### src/hw/rtl/cdec_pkg.sv
// Shared types, codes and helpers for the chunked transfer decoder.
package cdec_pkg;

	localparam int LEN_BITS_DEF = 32;

	localparam logic [7:0] CH_CR = 8'd13;
	localparam logic [7:0] CH_LF = 8'd10;

	// Offsets that turn an ASCII hex digit into its value.
	localparam logic [7:0] DIG_OFS_NUM   = 8'd48;
	localparam logic [7:0] DIG_OFS_UPPER = 8'd55;
	localparam logic [7:0] DIG_OFS_LOWER = 8'd87;

	typedef enum logic [2:0] {
		PH_SIZE_EMPTY  = 3'd0,
		PH_SIZE_DIGITS = 3'd1,
		PH_SIZE_CR     = 3'd2,
		PH_DATA        = 3'd3,
		PH_DATA_CR     = 3'd4,
		PH_DONE        = 3'd5,
		PH_ERROR       = 3'd6
	} phase_t;

	typedef enum logic [1:0] {
		ST_FRAME    = 2'd0,
		ST_PAYLOAD  = 2'd1,
		ST_COMPLETE = 2'd2,
		ST_ERROR    = 2'd3
	} status_t;

	typedef struct packed {
		status_t    status;
		logic [7:0] payload;
	} result_t;

	typedef struct packed {
		logic       valid;
		logic [3:0] value;
	} hex_digit_t;

	function automatic hex_digit_t hex_decode(input logic [7:0] b);
		hex_digit_t h;
		logic [7:0] v;
		begin
			h.valid = 1'b1;
			v       = 8'd0;
			if (b >= 8'd48 && b <= 8'd57) begin
				v = b - DIG_OFS_NUM;
			end else if (b >= 8'd65 && b <= 8'd70) begin
				v = b - DIG_OFS_UPPER;
			end else if (b >= 8'd97 && b <= 8'd102) begin
				v = b - DIG_OFS_LOWER;
			end else begin
				h.valid = 1'b0;
			end
			h.value = v[3:0];
			return h;
		end
	endfunction

endpackage

### src/hw/rtl/cdec_in_if.sv
// Input channel: one body byte per word with a restart flag.
interface cdec_in_if;
	logic       valid;
	logic       ready;
	logic [7:0] in_byte;
	logic       first_byte;

	modport source(output valid, output in_byte, output first_byte, input ready);
	modport sink(input valid, input in_byte, input first_byte, output ready);
endinterface

### src/hw/rtl/cdec_out_if.sv
// Output channel: one status and payload byte per word.
interface cdec_out_if;
	logic       valid;
	logic       ready;
	logic [1:0] status_kind;
	logic [7:0] payload_byte;

	modport source(output valid, output status_kind, output payload_byte, input ready);
	modport sink(input valid, input status_kind, input payload_byte, output ready);
endinterface

### src/hw/rtl/cdec_step.sv
// Next-state and result logic for one byte of the chunked body.
module cdec_step #(
	parameter int LEN_BITS = cdec_pkg::LEN_BITS_DEF
) (
	input  logic [7:0]          in_byte,
	input  logic                first_byte,
	input  cdec_pkg::phase_t    phase,
	input  logic [LEN_BITS-1:0] len,
	input  logic                last,
	output cdec_pkg::phase_t    phase_nxt,
	output logic [LEN_BITS-1:0] len_nxt,
	output logic                last_nxt,
	output cdec_pkg::result_t   res
);

	cdec_pkg::phase_t    ph;
	logic [LEN_BITS-1:0] cur_len;
	logic                cur_last;
	cdec_pkg::hex_digit_t dig;

	always_comb begin
		// A restart flag puts the decoder back at a fresh size line first.
		ph       = first_byte ? cdec_pkg::PH_SIZE_EMPTY : phase;
		cur_len  = first_byte ? '0 : len;
		cur_last = first_byte ? 1'b0 : last;
		dig      = cdec_pkg::hex_decode(in_byte);

		phase_nxt   = ph;
		len_nxt     = cur_len;
		last_nxt    = cur_last;
		res.status  = cdec_pkg::ST_FRAME;
		res.payload = 8'd0;

		unique case (ph)
			cdec_pkg::PH_SIZE_EMPTY, cdec_pkg::PH_SIZE_DIGITS: begin
				if (in_byte == cdec_pkg::CH_CR) begin
					phase_nxt = cdec_pkg::PH_SIZE_CR;
				end else if (!dig.valid || cur_len[LEN_BITS-1 -: 4] != 4'd0) begin
					// Not a digit, or one more digit would overflow the length.
					phase_nxt  = cdec_pkg::PH_ERROR;
					res.status = cdec_pkg::ST_ERROR;
				end else begin
					len_nxt   = {cur_len[LEN_BITS-5:0], dig.value};
					phase_nxt = cdec_pkg::PH_SIZE_DIGITS;
				end
			end
			cdec_pkg::PH_SIZE_CR: begin
				if (in_byte != cdec_pkg::CH_LF) begin
					phase_nxt  = cdec_pkg::PH_ERROR;
					res.status = cdec_pkg::ST_ERROR;
				end else begin
					last_nxt  = (cur_len == '0);
					phase_nxt = cdec_pkg::PH_DATA;
				end
			end
			cdec_pkg::PH_DATA: begin
				if (cur_len != '0) begin
					res.status  = cdec_pkg::ST_PAYLOAD;
					res.payload = in_byte;
					len_nxt     = cur_len - LEN_BITS'(1);
				end else if (in_byte == cdec_pkg::CH_CR) begin
					phase_nxt = cdec_pkg::PH_DATA_CR;
				end else begin
					phase_nxt  = cdec_pkg::PH_ERROR;
					res.status = cdec_pkg::ST_ERROR;
				end
			end
			cdec_pkg::PH_DATA_CR: begin
				if (in_byte != cdec_pkg::CH_LF) begin
					phase_nxt  = cdec_pkg::PH_ERROR;
					res.status = cdec_pkg::ST_ERROR;
				end else if (cur_last) begin
					phase_nxt  = cdec_pkg::PH_DONE;
					res.status = cdec_pkg::ST_COMPLETE;
				end else begin
					phase_nxt = cdec_pkg::PH_SIZE_EMPTY;
					len_nxt   = '0;
				end
			end
			default: begin
				// Done, error and the unused code all report an error.
				phase_nxt  = cdec_pkg::PH_ERROR;
				res.status = cdec_pkg::ST_ERROR;
			end
		endcase
	end

endmodule

### src/hw/rtl/chunked_transfer_decoder_unit.sv
// Top level of the chunked transfer decoder: input register, step logic, result register.
//
//  channel  dir  word fields                 handshake
//  in_ch    in   in_byte[7:0], first_byte    valid/ready
//  out_ch   out  status_kind[1:0],           valid/ready
//                payload_byte[7:0]
//
// Each accepted word gives exactly one result word, via the input and result registers.
// One word per cycle while out_ch is ready; each byte is one pass through cdec_step.
// The input register and the result register decouple the two sides, so a new
// word is taken while a result waits. A stalled output stops the input after one word.
// arst_n clears valid flags and the decoder state (fresh size line, zero length).
module chunked_transfer_decoder_unit #(
	parameter int LEN_BITS = cdec_pkg::LEN_BITS_DEF
) (
	input logic clk,
	input logic arst_n,
	cdec_in_if.sink    in_ch,
	cdec_out_if.source out_ch
);

	logic       valid_s1;
	logic [7:0] in_byte_s1;
	logic       first_byte_s1;

	cdec_pkg::phase_t    phase_q;
	logic [LEN_BITS-1:0] len_q;
	logic                last_q;

	cdec_pkg::phase_t    phase_nxt;
	logic [LEN_BITS-1:0] len_nxt;
	logic                last_nxt;
	cdec_pkg::result_t   res;

	logic              out_valid_q;
	cdec_pkg::result_t res_q;

	logic advance;

	assign advance     = valid_s1 && (!out_valid_q || out_ch.ready);
	assign in_ch.ready = !valid_s1 || advance;

	always_ff @(posedge clk or negedge arst_n) begin
		if (!arst_n) begin
			valid_s1 <= 1'b0;
		end else if (in_ch.ready) begin
			valid_s1 <= in_ch.valid;
		end
	end

	always_ff @(posedge clk) begin
		if (in_ch.valid && in_ch.ready) begin
			in_byte_s1    <= in_ch.in_byte;
			first_byte_s1 <= in_ch.first_byte;
		end
	end

	cdec_step #(
		.LEN_BITS(LEN_BITS)
	) u_step (
		.in_byte   (in_byte_s1),
		.first_byte(first_byte_s1),
		.phase     (phase_q),
		.len       (len_q),
		.last      (last_q),
		.phase_nxt (phase_nxt),
		.len_nxt   (len_nxt),
		.last_nxt  (last_nxt),
		.res       (res)
	);

	always_ff @(posedge clk or negedge arst_n) begin
		if (!arst_n) begin
			phase_q <= cdec_pkg::PH_SIZE_EMPTY;
			len_q   <= '0;
			last_q  <= 1'b0;
		end else if (advance) begin
			phase_q <= phase_nxt;
			len_q   <= len_nxt;
			last_q  <= last_nxt;
		end
	end

	always_ff @(posedge clk or negedge arst_n) begin
		if (!arst_n) begin
			out_valid_q <= 1'b0;
		end else if (advance) begin
			out_valid_q <= 1'b1;
		end else if (out_ch.ready) begin
			out_valid_q <= 1'b0;
		end
	end

	always_ff @(posedge clk) begin
		if (advance) begin
			res_q <= res;
		end
	end

	assign out_ch.valid        = out_valid_q;
	assign out_ch.status_kind  = res_q.status;
	assign out_ch.payload_byte = res_q.payload;

	a_complete_enters_done: assert property (@(posedge clk) disable iff (!arst_n)
		(advance && res.status == cdec_pkg::ST_COMPLETE) |=> (phase_q == cdec_pkg::PH_DONE))
		else $error("completion did not leave the decoder in the done phase");

	a_error_enters_error: assert property (@(posedge clk) disable iff (!arst_n)
		(advance && res.status == cdec_pkg::ST_ERROR) |=> (phase_q == cdec_pkg::PH_ERROR))
		else $error("format error did not leave the decoder in the error phase");

	a_payload_counts_down: assert property (@(posedge clk) disable iff (!arst_n)
		(advance && res.status == cdec_pkg::ST_PAYLOAD)
		|=> (len_q == $past(len_q) - LEN_BITS'(1)))
		else $error("payload byte did not decrement the remaining length");

	a_payload_zero_otherwise: assert property (@(posedge clk) disable iff (!arst_n)
		(out_valid_q && res_q.status != cdec_pkg::ST_PAYLOAD) |-> (res_q.payload == 8'd0))
		else $error("payload byte is nonzero on a non-payload word");

endmodule
### src/flat_wrapper.sv
// flat-port wrapper written by rule: the top's interface ports become plain ports
module chunked_transfer_decoder_unit_flat 
#(
	parameter int LEN_BITS = cdec_pkg::LEN_BITS_DEF
)
  (clk, arst_n, in_ch_valid, in_ch_in_byte, in_ch_first_byte, in_ch_ready, out_ch_valid, out_ch_status_kind, out_ch_payload_byte, out_ch_ready);
  cdec_in_if in_ch_i ();
  cdec_out_if out_ch_i ();
  input logic clk;
  input logic arst_n;
  input wire logic [$bits(in_ch_i.valid)-1:0] in_ch_valid;
  input wire logic [$bits(in_ch_i.in_byte)-1:0] in_ch_in_byte;
  input wire logic [$bits(in_ch_i.first_byte)-1:0] in_ch_first_byte;
  output wire logic [$bits(in_ch_i.ready)-1:0] in_ch_ready;
  output wire logic [$bits(out_ch_i.valid)-1:0] out_ch_valid;
  output wire logic [$bits(out_ch_i.status_kind)-1:0] out_ch_status_kind;
  output wire logic [$bits(out_ch_i.payload_byte)-1:0] out_ch_payload_byte;
  input wire logic [$bits(out_ch_i.ready)-1:0] out_ch_ready;
  assign in_ch_i.valid = in_ch_valid;
  assign in_ch_i.in_byte = in_ch_in_byte;
  assign in_ch_i.first_byte = in_ch_first_byte;
  assign in_ch_ready = in_ch_i.ready;
  assign out_ch_valid = out_ch_i.valid;
  assign out_ch_status_kind = out_ch_i.status_kind;
  assign out_ch_payload_byte = out_ch_i.payload_byte;
  assign out_ch_i.ready = out_ch_ready;
  chunked_transfer_decoder_unit #(.LEN_BITS(LEN_BITS)) u_core (.clk(clk), .arst_n(arst_n), .in_ch(in_ch_i), .out_ch(out_ch_i));
endmodule
### config.mk
export PLATFORM = sky130hd
export DESIGN_NAME = chunked_transfer_decoder_unit_flat
export DESIGN_NICKNAME = d
export VERILOG_FILES = /design/src/hw/rtl/cdec_pkg.sv /design/src/hw/rtl/cdec_in_if.sv /design/src/hw/rtl/cdec_out_if.sv /design/src/hw/rtl/cdec_step.sv /design/src/hw/rtl/chunked_transfer_decoder_unit.sv /design/src/flat_wrapper.sv
export SDC_FILE = /design/constraint.sdc
export NUM_CORES = 1
export LEC_CHECK = 0
export BUFFER_PORTS_ARGS = -buffer_cell sky130_fd_sc_hd__clkbuf_2
export CAP_MARGIN = 20
export CORE_AREA = 3 3 97 123
export CTS_BUF_LIST = sky130_fd_sc_hd__clkbuf_4
export DETAILED_ROUTE_END_ITERATION = 10
export DIE_AREA = 0 0 100 126
export PLACE_DENSITY = 0.65
export RECOVER_POWER = 50
export SLEW_MARGIN = 20
export SYNTH_ARGS = -nofsm -noshare
export SYNTH_HDL_FRONTEND = slang
export SYNTH_HIERARCHICAL = 1
export SYNTH_SLANG_ARGS = --single-unit
### constraint.sdc
create_clock -name clk -period 4.7 [get_ports clk]
set_clock_uncertainty 0.2 [all_clocks]
set_input_delay 0.235 -clock clk [delete_from_list [all_inputs] [get_ports clk]]
set_output_delay 0.235 -clock clk [all_outputs]
set_load 0.02 [all_outputs]
; ---- Yosys cells after proc, flatten, opt, wreduce, memory -nomap -nowiden
; Index checks and enable logic that the tools add are counted.
[op_classes]
n_reduce_logical = 18
n_lt_le_gt_ge = 6
addsub = 4
muxes = 35
n_eq_ne = 6
[ops]
columns = operator, n
row1 = $mux 32, 6
row2 = $pmux 32 s3, 1
row3 = $logic_not 32->1, 1
row4 = $reduce_bool 32->1, 1
row5 = $sub 32x1->32 const B, 1
row6 = $mux 3, 7
row7 = $ge 8x7->1 const B, 2
row8 = $le 8x7->1 const B, 2
row9 = $mux 2, 8
row10 = $mux 4, 3
row11 = $pmux 3 s4, 1
row12 = $eq 8x4->1 const B, 1
row13 = $ge 8x6->1 const B, 1
row14 = $le 8x6->1 const B, 1
row15 = $mux 1, 8
row16 = $ne 8x4->1 const B, 1
row17 = $pmux 2 s4, 1
row18 = $sub 4x3->4 const B, 2
row19 = $eq 3x2->1 const B, 2
row20 = $logic_and 1x1->1, 5
row21 = $reduce_bool 4->1, 1
row22 = $sub 4x1->4 const B, 1
row23 = $eq 3x1->1 const B, 1
row24 = $eq 3x3->1 const B, 1
row25 = 6 further kinds, 10
[word_totals]
out_inout_bits = 12
wordCells = 78
register_bits = 57

; ---- Logic depth before layout (Yosys ltp)
[logic_depth]
ltp_word = 10
ltp_mapped = 14

; ---- Modules after synthesis
; Netlist, hierarchy kept.
[by_module_without_submodules]
columns = mod, seq_area_each_um2, n_inst, area_each_um2, cells_each
row1 = cdec_step, 0.0, 1, 2192.1, 359
row2 = chunked_transfer_decoder_unit, 1521.5, 1, 2124.5, 103

; ---- Least setup slack after synthesis
; No wires, ideal clock.
[synth_timing]
path_type = reg2reg
from = register u_core.first_byte_s1
to = register u_core.len_q[25]
synth_period_minus_slack_ns = 3.416
setup_ns = 0.125
arrival_ns = 3.090
slack_ns = 1.284
stages_incl_launch_ff = 14
n_path_buf = 3
path_cell_list = edfxtp_1 clkbuf_1 inv_1 clkbuf_1 clkbuf_1 nand2_1 ha_1 nor3b_1 nand4_1 o31ai_4 or4_1 o311ai_1 nand2_1 mux2_4
[synth_between]
elab_chain_len = 6
[synth_lines]
columns = element, line_no
row1 = start: declaration, chunked_transfer_decoder_unit.sv:24  ; logic first_byte_s1;
row2 = start signal: assignment, chunked_transfer_decoder_unit.sv:54  ; first_byte_s1 <= in_ch.first_byte;
row3 = branches (longest 5 deep; another with $sub 32x1->32), -
row4 = $pmux 32 s3 (*), cdec_step.sv:34  ; unique case (ph)
row5 = net u_core.len_nxt[25], chunked_transfer_decoder_unit.sv:31  ; logic [LEN_BITS-1:0] len_nxt;
row6 = end signal: assignment, chunked_transfer_decoder_unit.sv:79  ; len_q <= len_nxt;
row7 = end: declaration, chunked_transfer_decoder_unit.sv:27  ; logic [LEN_BITS-1:0] len_q;
; Mark *: on every way through the listed nets, which the timed path passes.
; A chain may end at the register's enable or synchronous reset.

; ---- Worst setup path in the final report
[layout_timing]
from = register u_core.phase_q[0]
to = register u_core.len_q[23]
[layout_between]
elab_chain_len = 4
[layout_lines]
columns = element, line_no
row1 = start: declaration, chunked_transfer_decoder_unit.sv:26  ; cdec_pkg::phase_t phase_q;
row2 = start signal: assignment, chunked_transfer_decoder_unit.sv:74  ; phase_q <= cdec_pkg::PH_SIZE_EMPTY;
row3 = start signal: assignment, chunked_transfer_decoder_unit.sv:78  ; phase_q <= phase_nxt;
row4 = $mux 3 (*), cdec_step.sv:23  ; ph = first_byte ? cdec_pkg::PH_SIZE_EMPTY : phase;
row5 = $eq 3x1->1 / $logic_not 3->1 (equally long branches), cdec_step.sv:34
row6 = $reduce_or 2->1, cdec_step.sv:34
row7 = $pmux 32 s3 (*), cdec_step.sv:34
row8 = net u_core.len_nxt[23], chunked_transfer_decoder_unit.sv:31
; The timed path passes the listed nets; every way through them passes the cells marked *.

==> results.txt <==
The count of placed standard cells in the final layout, fillers left out came out at approximately 630. The post-CTS setup buffer count came out at 0. The final weighted congestion in routability-driven placement is 0.925. STA classifies the critical path endpoint as a flop. The depth of the worst hold-timing path came out at 2.

The number of nets produced by synthesis came out at 480. The checks that failed: max-capacitance violations, max-slew violations. The total CTS buffers is 9.

The starting density of the core came out at 39.5%. The worst register-to-register path has a depth of 7. TritonCTS built the clock tree.

The worst path uses between 70% and 80% of the clock period. The count of synthesis-stage warnings from yosys came out at 6. The shortest clock period the worst path allows after layout came out at 3.54 ns. The sequential area share after synthesis is between 30% and 40%. In this run, post-CTS repair resized a total of 0 instances. The mean instance size in the synthesized netlist is around 9.3 sq um. The I/O pin count is 25.

In the final routed layout, each cell accounts on average for ~21 um. Setup repair after global routing left no endpoint under its margin. The final layout net count is slightly above 500. The largest net degree at the start of global routing is 39. The path with the worst hold slack has its endpoint at u_core/in_byte_s1[2]$_DFFE_PP_.

The minimum hold slack came out at between 0.3 and 0.4 ns. The final cell utilization of the core is 43.5%. The aggregate global-route resource usage is 20.9%. The number of iterations in the first detailed-routing pass came out at 5. The floorplan step defined a die boundary enclosing about 13000 sq um. The number of pins with negative max-slew slack in the final report came out at 39. The number of synthesized flops with an enable pin came out at 19. The arrival time reported for the critical path endpoint is 3.72 ns. The worst hold-check path type is primary input to flop. The HPWL after detailed placement is 8570 um.

The clock-pin transition on the worst setup and hold timing paths came out at 0.11 ns. The number of placed cells counting well taps came out at 600. The tree is rooted in a sky130_fd_sc_hd__clkbuf_4.

The peak ir drop on the vdd network is 0.168 mV. The actual slew at the worst max-slew pin is 2.25 ns. The static leakage is about 2 nW. The critical register-to-register path startpoint is u_core/phase_q[0]$_DFFE_PN0P_. The count of final hold-check violations is 0. The cell count after synthesis is 462.

The post-synthesis async set-or-reset flop share came out at between 60 and 70%. Using the TritonRoute via totals, the vias-per-cell ratio works out to around 6.5. The power density over the cells is ~350 nW/um^2. The count of different cell masters after synthesis is 73. The top achievable clock speed came out at between 200 and 300 MHz.

The floorplan step set the die height to about 130 um. 0 antenna diodes ended up in the layout. The initial antenna violation count is 0. The routed design has approximately 13000 um of wire. The post-synthesis cell area is 4320 sq um.

No sink is reached through more buffers than the 2 on the longest clock path. The die span in x came out at approximately 100 um. The clock insertion delay at the later pin of the skew report is approximately 0.43 ns. The slack of the worst reg-to-reg path came out at 1.16 ns. From synthesis to final layout, the design area changed by 10.2%.

For this run, the leading register cell type out of synthesis is sky130_fd_sc_hd__dfrtp_1. In the final timing run, aggregate negative setup slack is 0 ns. Headroom to the max-slew limit came out at -49.9%. The first-iteration detailed-routing DRC count is around 460. The total number of H-tree levels is 3. The capture instance of the worst register-to-register path is u_core/len_q[23]$_DFFE_PN0P_.

The flow ran to the end, but the final reports show violations. The layout cell share with drive strength beyond 1 came out at about 18%. The number of vias after detailed routing is 4109.

The area of the core region came out at 10900 sq um. The number of global-route vias before repair is 4064. CTS saw 57 sinks.

The count of hold buffers inserted by post-cts repair is 13. The required arrival time at the worst endpoint is ~5 ns. The antenna violation net count after detailed routing is 0.

The maximum fanout count along the critical path is 12. The number of buffers added on ports is 24. Synthesis inferred 57 register bits. The number of setup violations in the final report is 0. After detailed routing, the number of remaining DRC violations is 0. The total overflow reported by the global router came out at 0. The setup path with the least slack is of type flop to flop. The tool flagged a number of max-cap violations equal to 1.

The global-route wire length before repair is 21000 um. STA classifies the critical path startpoint as a flop. The total number of placement rows came out at 43. In this run the most critical hold path is launched from in_ch_in_byte[2].
## cell type report
type | instances | area (sq um)
inverter | 11 | 41.3
clock buffer | 10 | 75.1
clock inverter | 6 | 60.1
sequential | 57 | 1520
timing repair buffer | 43 | 279
fill | 1081 | 6170
multi-input combinational | 367 | 2610
tap | 135 | 169
## worst max-delay path, stage by stage, from the launching register on
cell and delay (ns):
sky130_fd_sc_hd__dfrtp_1 0.54, sky130_fd_sc_hd__nor4b_1 0.67, sky130_fd_sc_hd__o31a_1 0.36, sky130_fd_sc_hd__nor2_1 0.13
sky130_fd_sc_hd__o21ai_1 0.91, sky130_fd_sc_hd__o21ai_1 0.22, sky130_fd_sc_hd__a211oi_2 0.29, sky130_fd_sc_hd__mux2_4 0.17
## how the worst max path moves through the flow
stage / depth (start not counted) / end / from / slack (ns)
global placement: 7 / u_core/len_q[23]$_DFFE_PN0P_ / u_core/phase_q[0]$_DFFE_PN0P_ / 1.33
detailed placement: 7 / u_core/len_q[23]$_DFFE_PN0P_ / u_core/phase_q[0]$_DFFE_PN0P_ / 1.30
CTS: 7 / u_core/len_q[23]$_DFFE_PN0P_ / u_core/phase_q[0]$_DFFE_PN0P_ / 1.28
finish: 7 / u_core/len_q[23]$_DFFE_PN0P_ / u_core/phase_q[0]$_DFFE_PN0P_ / 1.16
global route: 10 / u_core/len_q[10]$_DFFE_PN0P_ / u_core/first_byte_s1$_DFFE_PP_ / 0.98
floorplan: 13 / u_core/len_q[25]$_DFFE_PN0P_ / u_core/first_byte_s1$_DFFE_PP_ / 1.28
## cells by family after synthesis
family          after synthesis  synth area share, %
compound gates              148                 24.1
xor+xnor                      5                 1.01
fa+ha+maj                     5                 1.45
buf+inv                      38                 4.29
flops                        57                 35.2
mux                          40                 12.9
simple gates                169                 21.0
## placed cells by master (no fill, tap or decap), drive strengths merged, types with 10 or more instances in the layout
master,n
edfxtp,19
dfrtp,38
inv,11
dlygate4sd3,13
a22oi,12
nor2,31
nand3,13
o21ai,27
and3,10
mux2,38
clkbuf,34
nand2,46
nor3,12
o211ai,10
nor4,15
a21oi,32
## through the flow
stage	setup WS (ns)	power (mW)	area, sq um
floorplan	1.28	1.11	4320
global placement	1.33	1.26	4510
detailed placement	1.30	1.26	4510
CTS	1.28	1.65	4770
global route	0.976	1.75	4760
finish	1.16	1.65	4760
## synth_stat cells (all sizes together), types with 11 or more instances
master  number  area share [%]
a21oi       32             3.7
a22oi       12             2.1
clkbuf      18             1.6
dfrtp       38              22
edfxtp      19              13
inv         11            0.96
mux2        38              12
nand2       46             4.2
nand3       13             1.5
nor2        31             2.7
nor3        12             1.5
nor4        15             2.3
o21ai       27             3.1
## layer usage
| metal | global-route usage, % | routed length, um | vias up |
|---|---|---|---|
| met5 | 0 | 0 | - |
| met4 | 9.83 | 544 | 0 |
| met3 | 4.60 | 942 | 52 |
| met2 | 34.5 | 6250 | 257 |
| met1 | 25.9 | 5170 | 1953 |
| li1 | - | - | 1847 |
## where the power goes
part | switching, mW | internal (mW)
combinational | 0.442 | 0.244
clock | 0.202 | 0.165
sequential | 0.0517 | 0.549
total | 0.696 | 0.958
## flip-flops by register name (all words and copies together), names as in the netlist
name and cells:
u_core/first_byte_s1 1, u_core/in_byte_s1 8, u_core/last_q 1, u_core/out_ch.payload_byte 8
u_core/out_ch.status_kind 2, u_core/len_q 32, u_core/out_ch.valid 1, u_core/phase_q 3
u_core/valid_s1 1
(Power assumes the default switching activity.)
